[src/rtl/prrtp_pkg.sv]
// ----------------------------------------------------------------------------
// prrtp_pkg: shared types and constants
// Payload structs, action codes, run states and controller states of the
// priority round-robin thread picker.
// ----------------------------------------------------------------------------
package prrtp_pkg;

  localparam int DEF_SLOTS     = 32;
  localparam int DEF_PRIO_BITS = 4;

  localparam int ACT_W  = 4;
  localparam int SLOT_W = 5;
  localparam int REQP_W = 4;
  localparam int CNT_W  = 6;
  localparam int EXT_W  = 9;   // holds any slot index up to 256
  localparam int PEXT_W = 16;  // holds any priority of up to 16 bits

  localparam logic [CNT_W-1:0] COUNT_MAX = 6'd63;

  // action codes
  localparam logic [ACT_W-1:0] ACT_CREATE  = 4'd0;
  localparam logic [ACT_W-1:0] ACT_READY   = 4'd1;
  localparam logic [ACT_W-1:0] ACT_RUNNING = 4'd2;
  localparam logic [ACT_W-1:0] ACT_BLOCKED = 4'd3;
  localparam logic [ACT_W-1:0] ACT_ZOMBIE  = 4'd4;
  localparam logic [ACT_W-1:0] ACT_DEAD    = 4'd5;
  localparam logic [ACT_W-1:0] ACT_KILL    = 4'd6;
  localparam logic [ACT_W-1:0] ACT_PICK    = 4'd7;
  localparam logic [ACT_W-1:0] ACT_SET_CUR = 4'd8;

  typedef enum logic [2:0] {
    RS_READY   = 3'd0,
    RS_RUNNING = 3'd1,
    RS_BLOCKED = 3'd2,
    RS_ZOMBIE  = 3'd3,
    RS_DEAD    = 3'd4
  } run_state_t;

  typedef enum logic [1:0] {
    ST_IDLE,
    ST_MAX,
    ST_SCAN,
    ST_DONE
  } ctrl_state_t;

  typedef struct packed {
    logic [ACT_W-1:0]  action;
    logic [SLOT_W-1:0] slot;
    logic [REQP_W-1:0] priority_req;
  } in_t;

  typedef struct packed {
    logic [SLOT_W-1:0] current_slot;
    logic [SLOT_W-1:0] picked_slot;
    logic              found;
  } out_t;

  // write enables of the slot memory
  typedef struct packed {
    logic we_state;
    logic we_prio;
  } mem_wr_t;

endpackage

[src/rtl/prrtp_slot_mem.sv]
// ----------------------------------------------------------------------------
// prrtp_slot_mem: slot table storage
// Run state and priority arrays, one write port, one read port with
// registered read data.
// ----------------------------------------------------------------------------
module prrtp_slot_mem #(
  parameter int SLOTS     = prrtp_pkg::DEF_SLOTS,
  parameter int PRIO_BITS = prrtp_pkg::DEF_PRIO_BITS,
  localparam int IDX_W    = $clog2(SLOTS)
) (
  input  logic                    clk,
  input  prrtp_pkg::mem_wr_t      wr,
  input  logic [IDX_W-1:0]        waddr,
  input  prrtp_pkg::run_state_t   wstate,
  input  logic [PRIO_BITS-1:0]    wprio,
  input  logic [IDX_W-1:0]        raddr,
  output prrtp_pkg::run_state_t   rstate,
  output logic [PRIO_BITS-1:0]    rprio
);
  import prrtp_pkg::*;

  run_state_t           state_mem [SLOTS];
  logic [PRIO_BITS-1:0] prio_mem  [SLOTS];

  run_state_t           rstate_r;
  logic [PRIO_BITS-1:0] rprio_r;

  always_ff @(posedge clk) begin
    if (wr.we_state) begin
      state_mem[waddr] <= wstate;
    end
    if (wr.we_prio) begin
      prio_mem[waddr] <= wprio;
    end
  end

  always_ff @(posedge clk) begin
    rstate_r <= state_mem[raddr];
    rprio_r  <= prio_mem[raddr];
  end

  assign rstate = rstate_r;
  assign rprio  = rprio_r;

endmodule

[src/rtl/prrtp_ctrl.sv]
// ----------------------------------------------------------------------------
// prrtp_ctrl: action decoder and pick sequencer
// Valid bits, current slot, running count, and the two-pass pick walk over
// the slot memory.
// ----------------------------------------------------------------------------
module prrtp_ctrl #(
  parameter int SLOTS     = prrtp_pkg::DEF_SLOTS,
  parameter int PRIO_BITS = prrtp_pkg::DEF_PRIO_BITS,
  localparam int IDX_W    = $clog2(SLOTS)
) (
  input  logic                    clk,
  input  logic                    rst_n,
  input  logic                    in_valid,
  input  prrtp_pkg::in_t          in_data,
  output logic                    in_stall,
  output logic                    res_vld,
  output prrtp_pkg::out_t         res,
  input  logic                    res_take,
  output prrtp_pkg::mem_wr_t      mem_wr,
  output logic [IDX_W-1:0]        waddr,
  output prrtp_pkg::run_state_t   wstate,
  output logic [PRIO_BITS-1:0]    wprio,
  output logic [IDX_W-1:0]        raddr,
  input  prrtp_pkg::run_state_t   rstate,
  input  logic [PRIO_BITS-1:0]    rprio
);
  import prrtp_pkg::*;

  localparam int K_W = $clog2(SLOTS + 1);
  localparam logic [K_W-1:0]   K_LAST   = K_W'(SLOTS);
  localparam logic [IDX_W-1:0] IDX_LAST = IDX_W'(SLOTS - 1);

  function automatic logic [IDX_W-1:0] wrap_inc(input logic [IDX_W-1:0] a);
    logic [IDX_W-1:0] r;
    if (a == IDX_LAST) begin
      r = '0;
    end else begin
      r = a + IDX_W'(1);
    end
    return r;
  endfunction

  function automatic logic [SLOT_W-1:0] to_slot(input logic [IDX_W-1:0] a);
    logic [EXT_W-1:0] e;
    e = EXT_W'(a);
    return e[SLOT_W-1:0];
  endfunction

  function automatic run_state_t act_state(input logic [ACT_W-1:0] act);
    run_state_t s;
    case (act)
      ACT_READY:   s = RS_READY;
      ACT_RUNNING: s = RS_RUNNING;
      ACT_BLOCKED: s = RS_BLOCKED;
      ACT_ZOMBIE:  s = RS_ZOMBIE;
      default:     s = RS_DEAD;
    endcase
    return s;
  endfunction

  ctrl_state_t          st_r, st_nxt;
  logic [SLOTS-1:0]     valid_r, valid_nxt;
  logic [IDX_W-1:0]     cur_r, cur_nxt;
  logic [CNT_W-1:0]     cnt_r, cnt_nxt;
  logic [PRIO_BITS-1:0] best_r, best_nxt;
  logic [IDX_W-1:0]     a_r, a_nxt;
  logic [IDX_W-1:0]     aq_r;
  logic                 vq_r;
  logic [K_W-1:0]       k_r, k_nxt;
  out_t                 res_r, res_nxt;

  logic                 accept;
  logic [EXT_W-1:0]     slot_ext;
  logic                 in_range;
  logic [IDX_W-1:0]     sidx;
  logic                 sval;
  logic [PEXT_W-1:0]    pr_ext;
  logic                 idle_only;
  logic                 ready_hit;
  logic                 hit;
  logic                 max_upd;

  assign accept    = in_valid && (st_r == ST_IDLE);
  assign slot_ext  = EXT_W'(in_data.slot);
  assign in_range  = slot_ext < EXT_W'(SLOTS);
  assign sidx      = slot_ext[IDX_W-1:0];
  assign sval      = in_range && valid_r[sidx];
  assign pr_ext    = PEXT_W'(in_data.priority_req);
  assign idle_only = (cnt_r == CNT_W'(1)) && (cur_r == '0);

  // returned read data belongs to the address issued in the previous cycle
  assign ready_hit = (k_r != '0) && vq_r && (rstate == RS_READY);
  assign hit       = ready_hit && (rprio >= best_r);
  assign max_upd   = ready_hit && (rprio > best_r);

  // next state
  always_comb begin
    st_nxt = st_r;
    case (st_r)
      ST_IDLE: begin
        if (accept) begin
          if (in_data.action == ACT_PICK && !idle_only) begin
            st_nxt = ST_MAX;
          end else begin
            st_nxt = ST_DONE;
          end
        end
      end
      ST_MAX: begin
        if (k_r == K_LAST) begin
          st_nxt = ST_SCAN;
        end
      end
      ST_SCAN: begin
        if (hit || k_r == K_LAST) begin
          st_nxt = ST_DONE;
        end
      end
      ST_DONE: begin
        if (res_take) begin
          st_nxt = ST_IDLE;
        end
      end
      default: st_nxt = ST_IDLE;
    endcase
  end

  // datapath and outputs
  always_comb begin
    valid_nxt = valid_r;
    cur_nxt   = cur_r;
    cnt_nxt   = cnt_r;
    best_nxt  = best_r;
    a_nxt     = a_r;
    k_nxt     = k_r;
    res_nxt   = res_r;
    mem_wr    = '0;
    waddr     = sidx;
    wstate    = RS_DEAD;
    wprio     = pr_ext[PRIO_BITS-1:0];
    raddr     = a_r;
    in_stall  = (st_r != ST_IDLE);
    res_vld   = (st_r == ST_DONE);
    case (st_r)
      ST_IDLE: begin
        if (accept) begin
          case (in_data.action)
            ACT_CREATE: begin
              if (in_range) begin
                valid_nxt[sidx] = 1'b1;
                mem_wr.we_prio  = 1'b1;
                // a fresh entry gets the dead state written; a valid slot keeps its state
                mem_wr.we_state = !sval;
                if (cnt_r < COUNT_MAX) begin
                  cnt_nxt = cnt_r + CNT_W'(1);
                end
              end
            end
            ACT_READY, ACT_RUNNING, ACT_BLOCKED, ACT_ZOMBIE, ACT_DEAD: begin
              if (sval && !(in_data.action == ACT_ZOMBIE && in_data.slot == '0)) begin
                mem_wr.we_state = 1'b1;
                wstate          = act_state(in_data.action);
              end
            end
            ACT_KILL: begin
              if (sval && in_data.slot != '0) begin
                valid_nxt[sidx] = 1'b0;
                mem_wr.we_state = 1'b1;
                if (cnt_r > CNT_W'(1)) begin
                  cnt_nxt = cnt_r - CNT_W'(1);
                end
                cur_nxt = '0;
              end
            end
            ACT_PICK: begin
              a_nxt    = '0;
              k_nxt    = '0;
              best_nxt = '0;
            end
            ACT_SET_CUR: begin
              if (in_range) begin
                cur_nxt = sidx;
              end
            end
            default: ;
          endcase
          res_nxt.current_slot = to_slot(cur_nxt);
          res_nxt.picked_slot  = '0;
          res_nxt.found        = 1'b0;
        end
      end
      ST_MAX: begin
        k_nxt = k_r + K_W'(1);
        a_nxt = wrap_inc(a_r);
        if (max_upd) begin
          best_nxt = rprio;
        end
        if (k_r == K_LAST) begin
          k_nxt = '0;
          a_nxt = wrap_inc(cur_r);
        end
      end
      ST_SCAN: begin
        k_nxt = k_r + K_W'(1);
        a_nxt = wrap_inc(a_r);
        if (hit) begin
          cur_nxt              = aq_r;
          res_nxt.current_slot = to_slot(aq_r);
          res_nxt.picked_slot  = to_slot(aq_r);
          res_nxt.found        = 1'b1;
        end else if (k_r == K_LAST) begin
          cur_nxt = '0;
          res_nxt = '0;
        end
      end
      default: ;
    endcase
  end

  assign res = res_r;

  always_ff @(posedge clk) begin
    if (!rst_n) begin
      st_r    <= ST_IDLE;
      valid_r <= '0;
      cur_r   <= '0;
      cnt_r   <= '0;
    end else begin
      st_r    <= st_nxt;
      valid_r <= valid_nxt;
      cur_r   <= cur_nxt;
      cnt_r   <= cnt_nxt;
    end
  end

  always_ff @(posedge clk) begin
    best_r <= best_nxt;
    a_r    <= a_nxt;
    k_r    <= k_nxt;
    res_r  <= res_nxt;
    aq_r   <= a_r;
    vq_r   <= valid_r[a_r];
  end

  // a found pick always becomes the current slot
  a_found_cur: assert property (@(posedge clk) disable iff (!rst_n)
    (st_r == ST_DONE && res_r.found) |-> (res_r.current_slot == res_r.picked_slot))
    else $error("found pick not made current");

  a_nofound_zero: assert property (@(posedge clk) disable iff (!rst_n)
    (st_r == ST_DONE && !res_r.found) |-> (res_r.picked_slot == '0))
    else $error("picked slot set without a hit");

  // count never drops back to zero once set
  a_cnt_nonzero: assert property (@(posedge clk) disable iff (!rst_n)
    (cnt_r != '0) |=> (cnt_r != '0))
    else $error("running count reached zero");

  // table writes happen only on an accepted action, never during a walk
  a_wr_on_accept: assert property (@(posedge clk) disable iff (!rst_n)
    (mem_wr.we_state || mem_wr.we_prio) |-> (st_r == ST_IDLE && in_valid))
    else $error("slot memory written outside an accepted action");

  a_walk_bound: assert property (@(posedge clk) disable iff (!rst_n)
    (st_r == ST_MAX || st_r == ST_SCAN) |-> (k_r <= K_LAST))
    else $error("walk counter overran the table");

endmodule

[src/rtl/priority_round_robin_thread_picker_unit.sv]
// ----------------------------------------------------------------------------
// priority_round_robin_thread_picker_unit: thread slot scheduler top level
// Slot table in memory, action sequencer, and output result register.
// ----------------------------------------------------------------------------
// Each transfer on the input channel is one scheduler action (create, state
// change, kill, pick, set current) and yields exactly one result transfer
// carrying the current slot, the picked slot and a found flag. The block
// works on one action at a time. Create, state changes, kill and set current
// pass from the input transfer through the controller's done state to the
// output register. A pick reads the slot table through the single read port
// of the slot memory twice, first to find the highest ready priority and then
// to scan round-robin from the slot after the current one; the scan ends
// early on the first hit, and a pick with only the idle slot running takes
// the same short path. A finished result sits in the output register, so the
// next action is taken while the previous result waits for its transfer. Slot
// valid bits live in flip-flops cleared by reset: there is no clearing pass,
// and the block takes actions from the first cycle after reset.
// ----------------------------------------------------------------------------
module priority_round_robin_thread_picker_unit #(
  parameter int SLOTS     = prrtp_pkg::DEF_SLOTS,
  parameter int PRIO_BITS = prrtp_pkg::DEF_PRIO_BITS
) (
  input  logic            clk,
  input  logic            rst_n,
  input  logic            in_valid,
  output logic            in_stall,
  input  prrtp_pkg::in_t  in_data,
  output logic            out_valid,
  input  logic            out_stall,
  output prrtp_pkg::out_t out_data
);
  import prrtp_pkg::*;

  localparam int IDX_W = $clog2(SLOTS);

  // controller <-> slot memory
  mem_wr_t              mem_wr;
  logic [IDX_W-1:0]     waddr;
  run_state_t           wstate;
  logic [PRIO_BITS-1:0] wprio;
  logic [IDX_W-1:0]     raddr;
  run_state_t           rstate;
  logic [PRIO_BITS-1:0] rprio;

  // controller -> output register
  logic res_vld;
  out_t res;
  logic res_take;

  logic out_valid_r, out_valid_nxt;
  out_t out_data_r, out_data_nxt;

  prrtp_slot_mem #(
    .SLOTS     (SLOTS),
    .PRIO_BITS (PRIO_BITS)
  ) u_mem (
    .clk    (clk),
    .wr     (mem_wr),
    .waddr  (waddr),
    .wstate (wstate),
    .wprio  (wprio),
    .raddr  (raddr),
    .rstate (rstate),
    .rprio  (rprio)
  );

  prrtp_ctrl #(
    .SLOTS     (SLOTS),
    .PRIO_BITS (PRIO_BITS)
  ) u_ctrl (
    .clk      (clk),
    .rst_n    (rst_n),
    .in_valid (in_valid),
    .in_data  (in_data),
    .in_stall (in_stall),
    .res_vld  (res_vld),
    .res      (res),
    .res_take (res_take),
    .mem_wr   (mem_wr),
    .waddr    (waddr),
    .wstate   (wstate),
    .wprio    (wprio),
    .raddr    (raddr),
    .rstate   (rstate),
    .rprio    (rprio)
  );

  // output register: loads when empty or when its result transfers this cycle
  assign res_take = !out_valid_r || !out_stall;

  always_comb begin
    out_valid_nxt = out_valid_r;
    out_data_nxt  = out_data_r;
    if (res_vld && res_take) begin
      out_valid_nxt = 1'b1;
      out_data_nxt  = res;
    end else if (!out_stall) begin
      out_valid_nxt = 1'b0;
    end
  end

  always_ff @(posedge clk) begin
    if (!rst_n) begin
      out_valid_r <= 1'b0;
    end else begin
      out_valid_r <= out_valid_nxt;
    end
  end

  always_ff @(posedge clk) begin
    out_data_r <= out_data_nxt;
  end

  assign out_valid = out_valid_r;
  assign out_data  = out_data_r;

endmodule
[config.mk]
export PLATFORM = sky130hd
export DESIGN_NAME = priority_round_robin_thread_picker_unit
export DESIGN_NICKNAME = d
export VERILOG_FILES = /design/src/rtl/prrtp_pkg.sv /design/src/rtl/prrtp_slot_mem.sv /design/src/rtl/prrtp_ctrl.sv /design/src/rtl/priority_round_robin_thread_picker_unit.sv
export SDC_FILE = /design/constraint.sdc
export NUM_CORES = 1
export LEC_CHECK = 0
export BUFFER_PORTS_ARGS = -buffer_cell sky130_fd_sc_hd__buf_4
export CAP_MARGIN = 20
export CORE_ASPECT_RATIO = 2
export CORE_UTILIZATION = 55
export CTS_CLUSTER_DIAMETER = 30
export DETAILED_ROUTE_END_ITERATION = 16
export GPL_ROUTABILITY_DRIVEN = 0
export GPL_TIMING_DRIVEN = 0
export PLACE_DENSITY = 0.68
export SLEW_MARGIN = 10
export SYNTH_ARGS = -nofsm -noshare
export SYNTH_HDL_FRONTEND = slang
export SYNTH_HIERARCHICAL = 1
export SYNTH_SLANG_ARGS = --single-unit
[constraint.sdc]
create_clock -name clk -period 8.9 [get_ports clk]
set_clock_uncertainty 0.2 [all_clocks]
set_input_delay 0.89 -clock clk [delete_from_list [all_inputs] [get_ports clk]]
set_output_delay 0.89 -clock clk [all_outputs]
set_load 0.005 [all_outputs]
# After elaboration in Yosys (flattened, before gate mapping)
# Memory sizes are Yosys's and may differ from the RTL's. A register that Yosys moved wholly into a read port is not among the register bits.
# Cells that the tools add are included.
dict set report word_totals {
  register_bits 89
  inputBits 17
  output_inout_bits 13
  n_memories 2
  word_cells 163
  mem_bits_rw 224
}
dict set report op_classes {
  eq_ne 27
  addsub 5
  reduce_logical 39
  muxes 63
  bitwise 3
  order_cmp 8
}
# name words width read_ports rd_clocked_by_memory_dff write_ports line
set mem_list {}
lappend mem_list {u_mem.prio_mem 32 4 1 1 1 prrtp_slot_mem.sv:23} ;# logic [PRIO_BITS-1:0] prio_mem [SLOTS];
lappend mem_list {u_mem.state_mem 32 3 1 1 1 prrtp_slot_mem.sv:22} ;# run_state_t state_mem [SLOTS];
# op count
set ops {}
lappend ops {{$mux W32} 2}
lappend ops {{$pmux W32 S2} 1}
lappend ops {{$mux W5} 10}
lappend ops {{$mux W6} 7}
lappend ops {{$mux W11} 3}
lappend ops {{$and A32 B32 Y32} 1}
lappend ops {{$not A32 Y32} 1}
lappend ops {{$or A32 B32 Y32} 1}
lappend ops {{$pmux W11 S2} 1}
lappend ops {{$ne A2 B1 Y1 const B} 10}
lappend ops {{$pmux W5 S2} 2}
lappend ops {{$lt A5 B6 Y1 const B} 3}
lappend ops {{$pmux W6 S3} 1}
lappend ops {{$eq A4 B3 Y1 const B} 4}
lappend ops {{$mux W2} 8}
lappend ops {{$pmux W5 S3} 1}
lappend ops {{$logic_and A1 B1 Y1} 13}
lappend ops {{$add A6 B1 Y6 const B} 2}
lappend ops {{$mux W1} 12}
lappend ops {{$mux W3} 4}
lappend ops {{$mux W4} 3}
lappend ops {{$pmux W3 S4} 1}
lappend ops {{$pmux W6 S2} 1}
lappend ops {{$add A5 B1 Y5 const B} 2}
lappend ops {{36 further kinds} 51}

# Logic depth before layout (Yosys ltp)
dict set report logic_depth {
  ltp_word 10
  mapped_depth 13
  mapped_depth_nobuf 8
}

# By module
# Netlist, hierarchy kept.
# mod n_inst seq_area_each_um2 cells_each area_each_um2
set by_module_without_submodules {}
lappend by_module_without_submodules {prrtp_slot_mem 1 6866.6 415 9011.1}
lappend by_module_without_submodules {prrtp_ctrl 1 1801.7 509 4767.1}
lappend by_module_without_submodules {priority_round_robin_thread_picker_unit 1 350.3 16 371.6}

# Least setup slack after synthesis
# No wires, ideal clock.
dict set report synth_timing {
  path_kind {input to register}
  from {input port in_data[6] in the netlist's numbering}
  to {memory u_mem/state_mem[0][0] in the netlist's numbering (data pin)}
  arrival_time_ns 3.640
  setup_time_ns 0.445
  n_path_buf 2
  cell_stages 8
  path_slack_ns 4.615
  t_required_ns 8.255
  cell_sequence {buf_2 > or3b_1 > nor2_1 > o22ai_1 > and4_1 > buf_6 > or3_1 > nor3_1}
}
dict set report synth_via {
  elab_chain_cells 8
  elab_cells_between_ends 12
  cone_classes {order compare: 1; mux: 6; reduce/logical: 5}
}
# element line
set synth_lines {}
lappend synth_lines {{from (decl)} priority_round_robin_thread_picker_unit.sv:27} ;# input prrtp_pkg::in_t in_data,
lappend synth_lines {{$bmux W1 S5 / $logic_not A5 Y1 (equally long branches)} {prrtp_ctrl.sv:87, prrtp_ctrl.sv:160}}
lappend synth_lines {{$mux W1 (implied by the code) / $logic_and A1 B1 Y1 (equally long branches)} {prrtp_ctrl.sv:87, prrtp_ctrl.sv:160}}
lappend synth_lines {{$logic_and A1 B1 Y1 / $logic_not A1 Y1 (equally long branches)} {prrtp_ctrl.sv:87, prrtp_ctrl.sv:160}}
lappend synth_lines {{$logic_and A1 B1 Y1 *} prrtp_ctrl.sv:160} ;# if (sval && !(in_data.action == ACT_ZOMBIE && in_data.slot == '0)) begin
lappend synth_lines {{$mux W3 *} prrtp_ctrl.sv:160}
lappend synth_lines {{$mux W3 *} prrtp_ctrl.sv:147} ;# case (in_data.action)
lappend synth_lines {{$mux W3 *} prrtp_ctrl.sv:146} ;# if (accept) begin
lappend synth_lines {{$mux W3 *} prrtp_ctrl.sv:144} ;# case (st_r)
lappend synth_lines {{net wstate[0]} priority_round_robin_thread_picker_unit.sv:39} ;# run_state_t wstate;
lappend synth_lines {{to (decl)} prrtp_slot_mem.sv:22}
# The timed path passes the listed nets; every way through them passes the cells marked *. The select of a mux whose other input is x is not followed.

==> results.sh <==
export IMPL_wirelength_um=33300
export IMPL_num_vias=8363
export IMPL_synth_area_um2=14100
export IMPL_p_per_area_nw_per_um2=283
export IMPL_route_detailed_drc=0
export IMPL_antenna_found_initial=0
export IMPL_p_clk_frac=0.346
export IMPL_start_util=0.563
export IMPL_path_class="in2reg"
export IMPL_clkSinkCount=320
export IMPL_wl_per_cell_um=24.3
export IMPL_ys_ff_latch=320
export IMPL_post_cts_setup_buffers=0
export IMPL_drive_gt1_frac=0.229
export IMPL_final_net_count=1039
export IMPL_cpMaxStageDelayCell="or3b_2"
export IMPL_rsz0062_at_grt="false"
export IMPL_cts_tree="done"
export IMPL_pwr_share_seq=0.403
export IMPL_core_um2=25100
export IMPL_setup_viol=0
export IMPL_gr_total_overflow=0
export IMPL_place_hpwl_um=24500
export IMPL_hold_viol_final=0
export IMPL_synthDistinctLibCells=64
export IMPL_viasPerCell=6.10
export IMPL_fp_dieW_um=115
export IMPL_comb_power_share=0.251
export IMPL_synth_nets=975
export IMPL_crit_arrival_ns=4.23
export IMPL_clockBufferDepth=3
export IMPL_cts_made_buffers=39
export IMPL_yosysMostFrequentCell="edfxtp_1"
export IMPL_required_ns=8.90
export IMPL_final_antenna_net_count=0
export IMPL_synth_commonest_cells="edfxtp_1, nor2_1, mux4_2, dfxtp_1, a21oi_1"
export IMPL_worstPathCellList="clkbuf_1 -> or3b_1 -> nor2_1 -> o22ai_1 -> and4_1 -> buf_6 -> buf_6 -> a221o_1 -> a21oi_1 -> or3b_2 -> clkbuf_1 -> nor2_1"
export IMPL_synthArstFlopShare=0
export IMPL_drt_iter0_markers=572
export IMPL_placed_area_um2=14800
export IMPL_switching_share=0.293
export IMPL_cpPeakStageDelay_ns=0.48
export IMPL_status="completed"
export IMPL_yosysSeqAreaShare=0.637
export IMPL_fmax_mhz=236
export IMPL_synth_top_area_cell="edfxtp_1"
export IMPL_power_leakage_uw=0.00526
export IMPL_final_cell_area_um2=16100
export IMPL_synth_ff_type="edfxtp_1"
export IMPL_ios=30
export IMPL_rows=82
export IMPL_grt_util_all_layers=0.268
export IMPL_die_h_um=229
export IMPL_postSynthCellCount=940
export IMPL_ys_top_cells_by_area="edfxtp_1, mux4_2, dfxtp_1, nor2_1, ha_1"
export IMPL_ir_drop_v=0.000181
export IMPL_area_growth_pct=13.7
export IMPL_hold_class="reg2reg"
export IMPL_grt_pass1_wl_um=50700
export IMPL_antenna_cells=0
export IMPL_cp_end_kind="flip-flop"
export IMPL_cts_hold_buf=0
export IMPL_dieArea_um2=26400
export IMPL_yosys_warnings=6
export IMPL_htreeDepth=2
export IMPL_fin_crit_ns=4.24
export IMPL_slew_headroom=0.368
export IMPL_crit_path_max_fanout=10
export IMPL_clk_insertion_delay_late_ns=0.54
export IMPL_cts_resized=0
export IMPL_synth_edf_count=261
export IMPL_clkTransAtPathRegs_ns=0.06
export IMPL_grt_pass1_vias=8910
export IMPL_final_setup_tns_ns=0
export IMPL_dr_pass1_iters=5
export IMPL_min_period_over_period=0.476
export IMPL_p_sw_uw=1340
export IMPL_maxCapViolations=0
export IMPL_grt_max_degree=33
export IMPL_drv_slew=0
export IMPL_syn_avg_cell_area_um2=15.1
export IMPL_tightest_slew_ns=0.944
export IMPL_synth_top_cell_area_share=0.554
export IMPL_portBuffers=19
export IMPL_startpoint_type="primary input"
export IMPL_clockRootBuffer="clkbuf_16"
export IMPL_p_int_uw=3220
-- cell usage in the layout, fill, tap and decap left out, types with 12 or more instances in the layout --
master and count:
clkbuf_16 39, inv_1 22, a211oi_1 21, buf_2 14, clkbuf_1 27, ha_1 18
nand2_1 37, mux2i_1 18, buf_4 31, nand3_1 14, and2_1 16, a21oi_1 37
dfxtp_1 59, nor2_1 107, o21ai_0 22, inv_6 12, mux4_2 83, edfxtp_1 261
-- power by group through the flow --
| stage | clock network, uW | logic, uW | registers, uW |
|---|---|---|---|
| after CTS | 1610 | 1150 | 1840 |
| after floorplan | 0 | 827 | 1830 |
| final | 1580 | 1140 | 1830 |
| after global placement | 0 | 1130 | 1860 |
| after global routing | 1660 | 1220 | 1850 |
| after detailed placement | 0 | 1150 | 1870 |
-- through the flow --
stage | utilization | hold WS, ns | total power (uW) | cells | worst slack [ns]
5_1_grt | 0.640 | 0.231 | 4730 | 1371 | 4.51
6_report | 0.640 | 0.217 | 4550 | 1371 | 4.66
3_5_place_dp | 0.588 | 0.205 | 3020 | 1299 | 4.21
2_1_floorplan | - | 0.192 | 2660 | 940 | 4.61
4_1_cts | 0.640 | 0.219 | 4600 | 1371 | 4.74
3_3_place_gp | 0.585 | 0.204 | 3000 | 1295 | 2.72
-- cell type report --
cell class	instances	area [um^2]
Fill cell	1887	9040
Multi-Input combinational cell	532	4700
Sequential cell	320	9020
Clock inverter	29	298
Tap cell	336	420
Inverter	22	82.6
Buffer	66	367
Clock buffer	43	1010
Timing Repair Buffer	23	196
-- cells by family (layout without fill, tap and decap cells) --
kind of cell	count (synthesis)	in the layout	share of synthesized area
AND/OR/NAND/NOR	266	266	0.0981
multiplexers	111	111	0.153
AO/OA/AOI/OAI	128	128	0.0585
adder cells (fa/ha/maj)	18	18	0.0159
flip-flops	320	320	0.637
XOR/XNOR	9	9	0.00557
buffers and inverters	88	183	0.0317
-- final timing paths --
check	start	depth (start not counted)	slack [ns]	endpoint
worst max-delay path	in_data[7]	12	4.66	u_mem/state_mem[20][0]
worst max register to register	flip-flop	11	5.11	u_mem/state_mem[20][0]
worst min register to register	u_ctrl/res[6]	0	0.22	out_data[6]
worst min-delay path	u_ctrl/res[6]	0	0.22	out_data[6]
-- flip-flops by register name, summed over array words and instances (netlist names), named ones only --
name and flops:
u_mem/prio_mem 128, u_mem/state_mem 96, out_data 11, u_ctrl/res 11
u_ctrl/cnt_r 6, u_ctrl/k_r 6, u_ctrl/aq_r 5, u_ctrl/cur_r 5
u_ctrl/raddr 5, u_ctrl/best_r 4, u_mem/rprio 4, u_mem/rstate 3
u_ctrl/st_r 2, out_valid 1, u_ctrl/vq_r 1
-- worst max-delay path: cells and delay by family --
kind | cells | cell delay (ns)
buffers and inverters | 4 | 0.76
AOI/OAI and AO/OA | 3 | 0.82
and+or+nand+nor | 5 | 1.78
-- routing by layer --
| layer | GRT usage | wire [um] |
|---|---|---|
| met3 | 0.0424 | 1450 |
| met5 | 0 | 0 |
| met1 | 0.243 | 10200 |
| met4 | 0.186 | 2420 |
| met2 | 0.516 | 19200 |
Note: power is estimated with default switching activity, not from simulation.
